File: src/rtl/rhcc_pkg.sv
// Types, constants and arithmetic helpers of the RGB/HSV color converter.
package rhcc_pkg;

    localparam int CHAN_W      = 8;
    localparam int DIV_STAGES  = 8;
    localparam int DIV_W       = 2 * CHAN_W;

    localparam logic [CHAN_W-1:0] CHAN_MAX    = 8'd255;
    localparam logic [CHAN_W-1:0] HUE_SECTOR  = 8'd43;
    localparam logic [CHAN_W-1:0] REM_SCALE   = 8'd6;
    localparam logic [CHAN_W-1:0] HUE_BASE_R  = 8'd0;
    localparam logic [CHAN_W-1:0] HUE_BASE_G  = 8'd85;
    localparam logic [CHAN_W-1:0] HUE_BASE_B  = 8'd171;

    typedef enum logic [2:0] {
        REG_RED_YEL  = 3'd0,
        REG_YEL_GRN  = 3'd1,
        REG_GRN_CYN  = 3'd2,
        REG_CYN_BLU  = 3'd3,
        REG_BLU_MAG  = 3'd4,
        REG_MAG_RED  = 3'd5
    } t_region;

    typedef logic [CHAN_W-1:0] t_chan;

    typedef struct packed {
        t_chan a;
        t_chan b;
        t_chan c;
    } t_pix;

    typedef struct packed {
        logic             dir;
        logic             grey;
        logic             neg;
        t_chan            base;
        t_chan            hi;
        t_chan            span;
        logic [DIV_W-1:0] dsat;
        logic [DIV_W-1:0] dhue;
        t_region          region;
        logic             sz;
        t_chan            v;
        t_chan            x;
        t_chan            y;
        t_chan            z;
    } t_stg;

    // (a * b) >> 8
    function automatic t_chan mul_shr(input t_chan a, input t_chan b);
        logic [DIV_W-1:0] pr;
        pr = DIV_W'(a) * DIV_W'(b);
        return pr[DIV_W-1:CHAN_W];
    endfunction

    // One restoring division step: partial remainder in the upper half,
    // dividend bits shift out of the lower half as quotient bits shift in.
    function automatic logic [DIV_W-1:0] div_step(input logic [DIV_W-1:0] w,
                                                  input t_chan d);
        logic [CHAN_W:0]   t;
        logic [CHAN_W:0]   df;
        logic [CHAN_W-1:0] up;
        logic              qb;
        t  = {w[DIV_W-1:CHAN_W], w[CHAN_W-1]};
        df = t - {1'b0, d};
        qb = (t >= {1'b0, d});
        up = qb ? df[CHAN_W-1:0] : t[CHAN_W-1:0];
        return {up, w[CHAN_W-2:0], qb};
    endfunction

endpackage

File: src/rtl/rgb_hsv_color_convert.sv
// Pipelined RGB/HSV pixel converter, one pixel per clock.
//
//  channel   dir  handshake                  payload (low bits first)
//  s_axis    in   i_s_axis_tvalid/o_..tready chan_a, chan_b, chan_c
//  m_axis    out  o_m_axis_tvalid/i_..tready out_a, out_b, out_c
//  cfg       in   i_cfg_valid/o_cfg_ready    direction
//
//  Throughput one pixel per cycle unless m_axis stalls; the registers are the input
//  register, preprocessing, eight quotient-bit stages of the dividers, output register.
//  Reset clears all valid bits and sets direction to HSV to RGB.
//  A stall on m_axis freezes the whole pipeline and drops s_axis tready.
module rgb_hsv_color_convert (
    input  logic        i_clk,
    input  logic        i_rst_n,
    input  logic        i_s_axis_tvalid,
    output logic        o_s_axis_tready,
    input  logic [23:0] i_s_axis_tdata,    // chan_a, chan_b, chan_c
    output logic        o_m_axis_tvalid,
    input  logic        i_m_axis_tready,
    output logic [23:0] o_m_axis_tdata,    // out_a, out_b, out_c
    input  logic        i_cfg_valid,
    output logic        o_cfg_ready,
    input  logic        i_cfg_data         // direction
);
    import rhcc_pkg::*;

    logic               w_en;
    logic               r_dir;
    logic               r_dir0;
    t_pix               r_in;
    t_stg               r_st1;
    t_stg               n_st1;
    t_stg               r_stg [DIV_STAGES];
    t_stg               n_stg [DIV_STAGES];
    t_pix               r_out;
    t_pix               n_out;
    logic [DIV_STAGES+1:0] r_vld;
    logic               r_ovld;

    assign w_en            = !r_ovld || i_m_axis_tready;
    assign o_s_axis_tready = w_en;
    assign o_cfg_ready     = 1'b1;
    assign o_m_axis_tvalid = r_ovld;
    assign o_m_axis_tdata  = {r_out.c, r_out.b, r_out.a};

    always_ff @(posedge i_clk) begin
        if (!i_rst_n) begin
            r_dir <= 1'b0;
        end else if (i_cfg_valid) begin
            r_dir <= i_cfg_data;
        end
    end

    always_ff @(posedge i_clk) begin
        if (!i_rst_n) begin
            r_vld  <= '0;
            r_ovld <= 1'b0;
        end else if (w_en) begin
            r_vld  <= {r_vld[DIV_STAGES:0], i_s_axis_tvalid};
            r_ovld <= r_vld[DIV_STAGES+1];
        end
    end

    always_ff @(posedge i_clk) begin
        if (w_en) begin
            r_in.a <= i_s_axis_tdata[7:0];
            r_in.b <= i_s_axis_tdata[15:8];
            r_in.c <= i_s_axis_tdata[23:16];
            r_dir0 <= r_dir;
            r_st1  <= n_st1;
            r_out  <= n_out;
        end
    end

    always_comb begin
        t_chan             hi;
        t_chan             lo;
        logic [CHAN_W:0]   diff;
        t_chan             mag;
        t_chan             rbase;
        t_chan             roff;
        n_st1     = '0;
        n_st1.dir = r_dir0;
        hi = (r_in.a >= r_in.b) ? r_in.a : r_in.b;
        hi = (hi >= r_in.c) ? hi : r_in.c;
        lo = (r_in.a <= r_in.b) ? r_in.a : r_in.b;
        lo = (lo <= r_in.c) ? lo : r_in.c;
        if (hi == r_in.a) begin
            n_st1.base = HUE_BASE_R;
            diff = {1'b0, r_in.b} - {1'b0, r_in.c};
        end else if (hi == r_in.b) begin
            n_st1.base = HUE_BASE_G;
            diff = {1'b0, r_in.c} - {1'b0, r_in.a};
        end else begin
            n_st1.base = HUE_BASE_B;
            diff = {1'b0, r_in.a} - {1'b0, r_in.b};
        end
        n_st1.neg  = diff[CHAN_W];
        mag        = diff[CHAN_W] ? CHAN_W'(-diff) : diff[CHAN_W-1:0];
        n_st1.hi   = hi;
        n_st1.span = hi - lo;
        n_st1.grey = (hi == lo);
        n_st1.dsat = {n_st1.span, {CHAN_W{1'b0}}} - DIV_W'(n_st1.span);
        n_st1.dhue = DIV_W'(mag) * DIV_W'(HUE_SECTOR);

        case (r_in.a) inside
            [8'd0:8'd42]: begin
                n_st1.region = REG_RED_YEL;
                rbase = 8'd0;
            end
            [8'd43:8'd85]: begin
                n_st1.region = REG_YEL_GRN;
                rbase = 8'd43;
            end
            [8'd86:8'd128]: begin
                n_st1.region = REG_GRN_CYN;
                rbase = 8'd86;
            end
            [8'd129:8'd171]: begin
                n_st1.region = REG_CYN_BLU;
                rbase = 8'd129;
            end
            [8'd172:8'd214]: begin
                n_st1.region = REG_BLU_MAG;
                rbase = 8'd172;
            end
            default: begin
                n_st1.region = REG_MAG_RED;
                rbase = 8'd215;
            end
        endcase
        roff     = r_in.a - rbase;
        n_st1.x  = CHAN_W'(roff * REM_SCALE);
        n_st1.y  = r_in.b;
        n_st1.sz = (r_in.b == '0);
        n_st1.v  = r_in.c;
    end

    for (genvar k = 0; k < DIV_STAGES; k++) begin : g_div
        t_stg w_prv;

        if (k == 0) begin : g_first
            assign w_prv = r_st1;
        end else begin : g_next
            assign w_prv = r_stg[k-1];
        end

        always_comb begin
            n_stg[k]      = w_prv;
            n_stg[k].dsat = div_step(w_prv.dsat, w_prv.hi);
            n_stg[k].dhue = div_step(w_prv.dhue, w_prv.span);
            if (k == 0) begin
                n_stg[k].x = mul_shr(w_prv.y, w_prv.x);
                n_stg[k].y = mul_shr(w_prv.y, CHAN_MAX - w_prv.x);
                n_stg[k].z = CHAN_MAX - w_prv.y;
            end else if (k == 1) begin
                n_stg[k].x = mul_shr(w_prv.v, CHAN_MAX - w_prv.x);
                n_stg[k].y = mul_shr(w_prv.v, CHAN_MAX - w_prv.y);
                n_stg[k].z = mul_shr(w_prv.v, w_prv.z);
            end else if (k == 2) begin
                // x = q, y = t, z = p
                if (w_prv.sz) begin
                    n_stg[k].x = w_prv.v;
                    n_stg[k].y = w_prv.v;
                    n_stg[k].z = w_prv.v;
                end else begin
                    case (w_prv.region)
                        REG_RED_YEL: begin
                            n_stg[k].x = w_prv.v;
                            n_stg[k].y = w_prv.y;
                            n_stg[k].z = w_prv.z;
                        end
                        REG_YEL_GRN: begin
                            n_stg[k].x = w_prv.x;
                            n_stg[k].y = w_prv.v;
                            n_stg[k].z = w_prv.z;
                        end
                        REG_GRN_CYN: begin
                            n_stg[k].x = w_prv.z;
                            n_stg[k].y = w_prv.v;
                            n_stg[k].z = w_prv.y;
                        end
                        REG_CYN_BLU: begin
                            n_stg[k].x = w_prv.z;
                            n_stg[k].y = w_prv.x;
                            n_stg[k].z = w_prv.v;
                        end
                        REG_BLU_MAG: begin
                            n_stg[k].x = w_prv.y;
                            n_stg[k].y = w_prv.z;
                            n_stg[k].z = w_prv.v;
                        end
                        default: begin
                            n_stg[k].x = w_prv.v;
                            n_stg[k].y = w_prv.z;
                            n_stg[k].z = w_prv.x;
                        end
                    endcase
                end
            end
        end

        always_ff @(posedge i_clk) begin
            if (w_en) begin
                r_stg[k] <= n_stg[k];
            end
        end
    end

    always_comb begin
        t_stg  last;
        t_chan qh;
        last = r_stg[DIV_STAGES-1];
        qh   = last.dhue[CHAN_W-1:0];
        if (last.dir) begin
            if (last.grey) begin
                n_out.a = '0;
                n_out.b = '0;
            end else begin
                n_out.a = last.neg ? (last.base - qh) : (last.base + qh);
                n_out.b = last.dsat[CHAN_W-1:0];
            end
            n_out.c = last.hi;
        end else begin
            n_out.a = last.x;
            n_out.b = last.y;
            n_out.c = last.z;
        end
    end

endmodule

File: config.mk
export PLATFORM = sky130hd
export DESIGN_NAME = rgb_hsv_color_convert
export DESIGN_NICKNAME = d
export VERILOG_FILES = /design/src/rtl/rhcc_pkg.sv /design/src/rtl/rgb_hsv_color_convert.sv
export SDC_FILE = /design/constraint.sdc
export NUM_CORES = 2
export LEC_CHECK = 0
export ABC_AREA = 1
export BUFFER_PORTS_ARGS = -buffer_cell sky130_fd_sc_hd__buf_4
export CORE_AREA = 2 2 255 257
export DETAILED_ROUTE_END_ITERATION = 7
export DIE_AREA = 0 0 257 259
export PLACE_DENSITY_LB_ADDON = 0.12
export SYNTH_ARGS = -nofsm -noshare
export SYNTH_HDL_FRONTEND = slang
export SYNTH_SLANG_ARGS = --single-unit
File: constraint.sdc
create_clock -name i_clk -period 66.9 [get_ports i_clk]
set_input_delay 3.345 -clock i_clk [delete_from_list [all_inputs] [get_ports i_clk]]
set_output_delay 3.345 -clock i_clk [all_outputs]
set_load 0.02 [all_outputs]
* Yosys cells after proc, flatten, opt, wreduce, memory -nomap -nowiden *
Memories as Yosys holds them, arrays and structs flattened.
Cells that the tools add are included.

word-level totals
  flip-flop bits (word level) = 145
  memory bits (writable) = 760
  input bits = 30
  output and inout bits = 27
  word-level logic and storage cells = 150
  memories kept = 1

memories
  name   depth  width  rd ports  clocked after memory_dff  wr ports  line                         RTL
  r_stg  8      95     8         0                         8         rgb_hsv_color_convert.sv:33  t_stg r_stg [DIV_STAGES];

cells by class
  add/sub/neg operators = 29
  $mul = 7
  magnitude comparators = 30
  equality and inequality tests = 7
  muxes and demuxes = 40
  reduce and logical (&&, ||, !) cells = 11

operators with widths
  cell                                                                   number
  8-bit 2-to-1 mux                                                       26
  8-bit subtractor                                                       18
  9-bit by 8-bit >= comparator with 1-bit output                         15
  24-bit one-hot mux with 5 select lines                                 1
  8-bit by 8-bit multiplier with 16-bit output                           4
  24-bit 2-to-1 mux                                                      2
  8-bit subtractor, first input constant                                 4
  8-bit by 8-bit subtractor with 9-bit output                            3
  8-bit equality test                                                    3
  8-bit <= comparator, second input constant                             3
  9-bit 2-to-1 mux                                                       2
  8-bit >= comparator                                                    2
  8-bit >= comparator, second input constant                             2
  8-bit <= comparator                                                    2
  16-bit 2-to-1 mux                                                      1
  16-bit by 8-bit subtractor with 16-bit output                          1
  8-bit by 7-bit multiplier with 15-bit output                           1
  8-bit by 6-bit multiplier with 14-bit output, second input constant    1
  7-bit 2-to-1 mux                                                       2
  8-bit adder                                                            1
  7-bit by 8-bit >= comparator with 1-bit output                         1
  8-bit by 1-bit >= comparator with 1-bit output, second input constant  1
  8-bit by 6-bit >= comparator with 1-bit output, second input constant  1
  8-bit by 7-bit >= comparator with 1-bit output, second input constant  1
  17 further kinds                                                       26

* Depth between registers and ports, before layout *
  depth in word-level cells = 10
  mapped depth = 54
  gate-level depth less buffers = 54

* Worst setup path before layout *
Ideal clock, no wire load.

  kind = input-to-output
  start = input port i_m_axis_tready
  end = output port o_s_axis_tready
  arrival time = 23.887 ns
  data required time = 63.555 ns
  path slack = 39.668 ns
  stages on the path = 3
  path buffers = 1
  cells stage by stage = nor2_1 > inv_1 > clkbuf_1

on the way
  cells in the longest elaborated chain, start to end = 1

ends and longest elaborated chain
  item              line                         RTL
  from (decl)       rgb_hsv_color_convert.sv:19  input logic i_m_axis_tready,
  1-bit logical OR  rgb_hsv_color_convert.sv:40  assign w_en = !r_ovld || i_m_axis_tready;
  to (decl)         rgb_hsv_color_convert.sv:16  output logic o_s_axis_tready,

No other way between the ends.

==> results.yml <==
outcome:
  status: "finished, final reports clean"
synth:
  yosys.cell_types.count: 64
  synthXorXnorAreaFrac: 0.0350
  synth_fa_ha_area_frac: 0.203
  syn_area_sq_um: 43700
  synth_mux_area_frac: 0.000258
  synth-compound-area-share: 0.0658
  avgSynthCellArea_sq_um: 11.0
  synth_top_family_by_area: "adder cells"
  syn_inst: 3984
  ys_ff_latch: 756
  synth_warnings: 0
  synthSimpleGateAreaFrac: 0.110
  synth-edff-count: 744
  synth-async-reset-ratio: 0
  synth-seq-area-share: 0.516
  syn-num-nets: 4603
  synthFlopType: "edfxtp_1"
timing:
  tns_ps: 0
  slew_viol_final: 0
  setup-violations-final: 0
  setup_ws_ps: 57650
  hold_viol: 0
  slew_headroom: 0.206
  min_period_ps: 9250
  max_freq_mhz: 108
  finClkSkew_ps: 30.0
  min_period_over_period: 0.138
  rsz0062_at_grt: "false"
  tightest_slew_ps: 1190
die:
  start_util: 0.685
  std_cell_rows: 93
  die_y_microns: 259
  coreArea_sq_um: 63900
  ios: 57
  dieArea_sq_um: 66600
  chipWidth_microns: 257
global_route:
  antenna_found_initial: 1
  grt_pass1_vias: 27457
  grt_usage: 0.268
  grt_pass1_wl_microns: 141000
  gr-total-overflow: 0
  grt_max_degree: 215
route:
  ant_nets: 0
  first_iter_violations: 2499
  vias: 27433
  dr.pass1.iters: 6
  vias_per_cell: 5.53
  drc: 0
  wl_per_cell_microns: 17.4
  wl_microns: 86400
clock_network:
  cts_made_buffers: 76
  cts_tree: "yes"
  cts_sinks: 756
  h-tree-depth: 3
  cts_hold_buf: 0
  path_clk_slew_ps: 70
  post_cts_buffers: 0
  clock_tree.root_cell: "clkbuf_16"
  worstSkewPairLatency_ps: 610
  clk_path_buf_depth: 3
  cts_resized: 0
final_layout:
  multiInputGateArea_sq_um: 18100
  fill_cells: 4243
  nets: 4675
  final_cell_mix: "edfxtp_1 (744), inv_1 (712), nand2_1 (564), ha_1 (391), nor2_1 (384)"
  mostFrequentLayoutCell: "edfxtp_1"
  final_cells: 4963
  areaGrowthSynthToFinish_pct: 8.60
  drive_above_1_share: 0.0616
  register_area_sq_um: 22600
critical_path:
  required_ps: 67260
  critical_path_class: "reg2reg"
  slowest_delay_ps: 630
  cp_max_fo: 15
  crit_arrival_ps: 9610
  crit_path_start_kind: "flip-flop"
  endpoint_kind: "flip-flop"
  path_common_cell: "nand2_1"
  crit_slowest_cell: "inv_1"
worst_hold_path:
  hp-class: "reg2reg"
place:
  place_inst: 4833
  place_congestion: 0.951
  dp_hpwl_microns: 62900
  port_buffers: 55
  preCtsSetupSlack_ps: 57770
run:
  max_cap_viol_count: 0
==> synthesized netlist by cell type, drive strengths merged, types with 8 or more instances <==
cell type,n,area [sq um]
a21oi,261,1320
a31oi,13,81.3
or2,15,93.8
nor4,10,62.6
a22oi,13,97.6
clkbuf,68,258
o21ai,141,709
dfxtp,12,240
edfxtp,744,22300
buf,8,57.6
xor2,125,1090
ha,391,4890
nand4,29,196
nor2,392,1520
nand2,584,2250
nor3,19,106
fa,198,3960
xnor2,49,437
inv,720,2700
o21bai,14,105
o211ai,8,60.1
a211oi,15,113
a22o,9,78.8
nand3,89,538
==> worst max-delay path, delay by kind of cell (launching register included) <==
family	cells	cell delay, ps
XOR/XNOR	1	80
flip-flops	1	580
buffers and inverters	6	1120
adder cells (fa/ha/maj)	7	2600
AO/OA/AOI/OAI	8	1390
AND/OR/NAND/NOR	23	3170
==> state kept, by name (all words and copies together) (netlist names) <==
register	cells
r_stg	617
n_st1	16
r_in	8
o_m_axis_tdata	24
r_dir0	1
r_dir	1
g_div.w_prv	78
r_vld	10
o_m_axis_tvalid	1
==> area by class of cell <==
cell class                      instances  area share
Clock buffer                           92      0.0424
Sequential cell                       756       0.476
Tap cell                              855      0.0225
Multi-Input combinational cell       2425       0.381
Timing Repair Buffer                   70      0.0113
Antenna cell                            1   0.0000527
Inverter                              727      0.0576
Clock inverter                         37     0.00917
==> routing by layer <==
metal	vias up	wire [microns]	global-route usage
li1	13386	-	-
met4	2	2640	0.0890
met5	-	40	0
met2	808	41800	0.450
met1	13073	37400	0.369
met3	164	4490	0.0315
==> path summary, 6_finish.rpt <==
kind	cells past startpoint	startpoint	slack (ps)	endpoint
setup / recovery	45	r_in[22]$_DFFE_PP_	57650	g_div[0].w_prv[48]$_DFFE_PP_
hold / removal	0	r_stg[0][288]$_DFFE_PP_	390	r_stg[1][3]$_DFFE_PP_
setup reg to reg	45	r_in[22]$_DFFE_PP_	57650	g_div[0].w_prv[48]$_DFFE_PP_
hold reg to reg	0	r_stg[0][288]$_DFFE_PP_	390	r_stg[1][3]$_DFFE_PP_
==> stage by stage <==
stage	instance area, sq um	hold slack, ps	util
after floorplan	43700	400	-
after global placement	45000	400	0.705
after detailed placement	45000	405	0.705
after CTS	47500	391	0.743
after global routing	47500	401	0.743
final	47500	393	0.743
==> kinds of logic after synthesis <==
| family | Yosys count |
|---|---|
| simple gates | 1146 |
| other cells | 1 |
| compound gates | 514 |
| buf+inv | 803 |
| mux | 1 |
| fa+ha+maj | 589 |
| flops | 756 |
| xor+xnor | 174 |
Power is not shown: default switching activity piles up to over one toggle a cycle in this logic, so the estimate is an artifact.
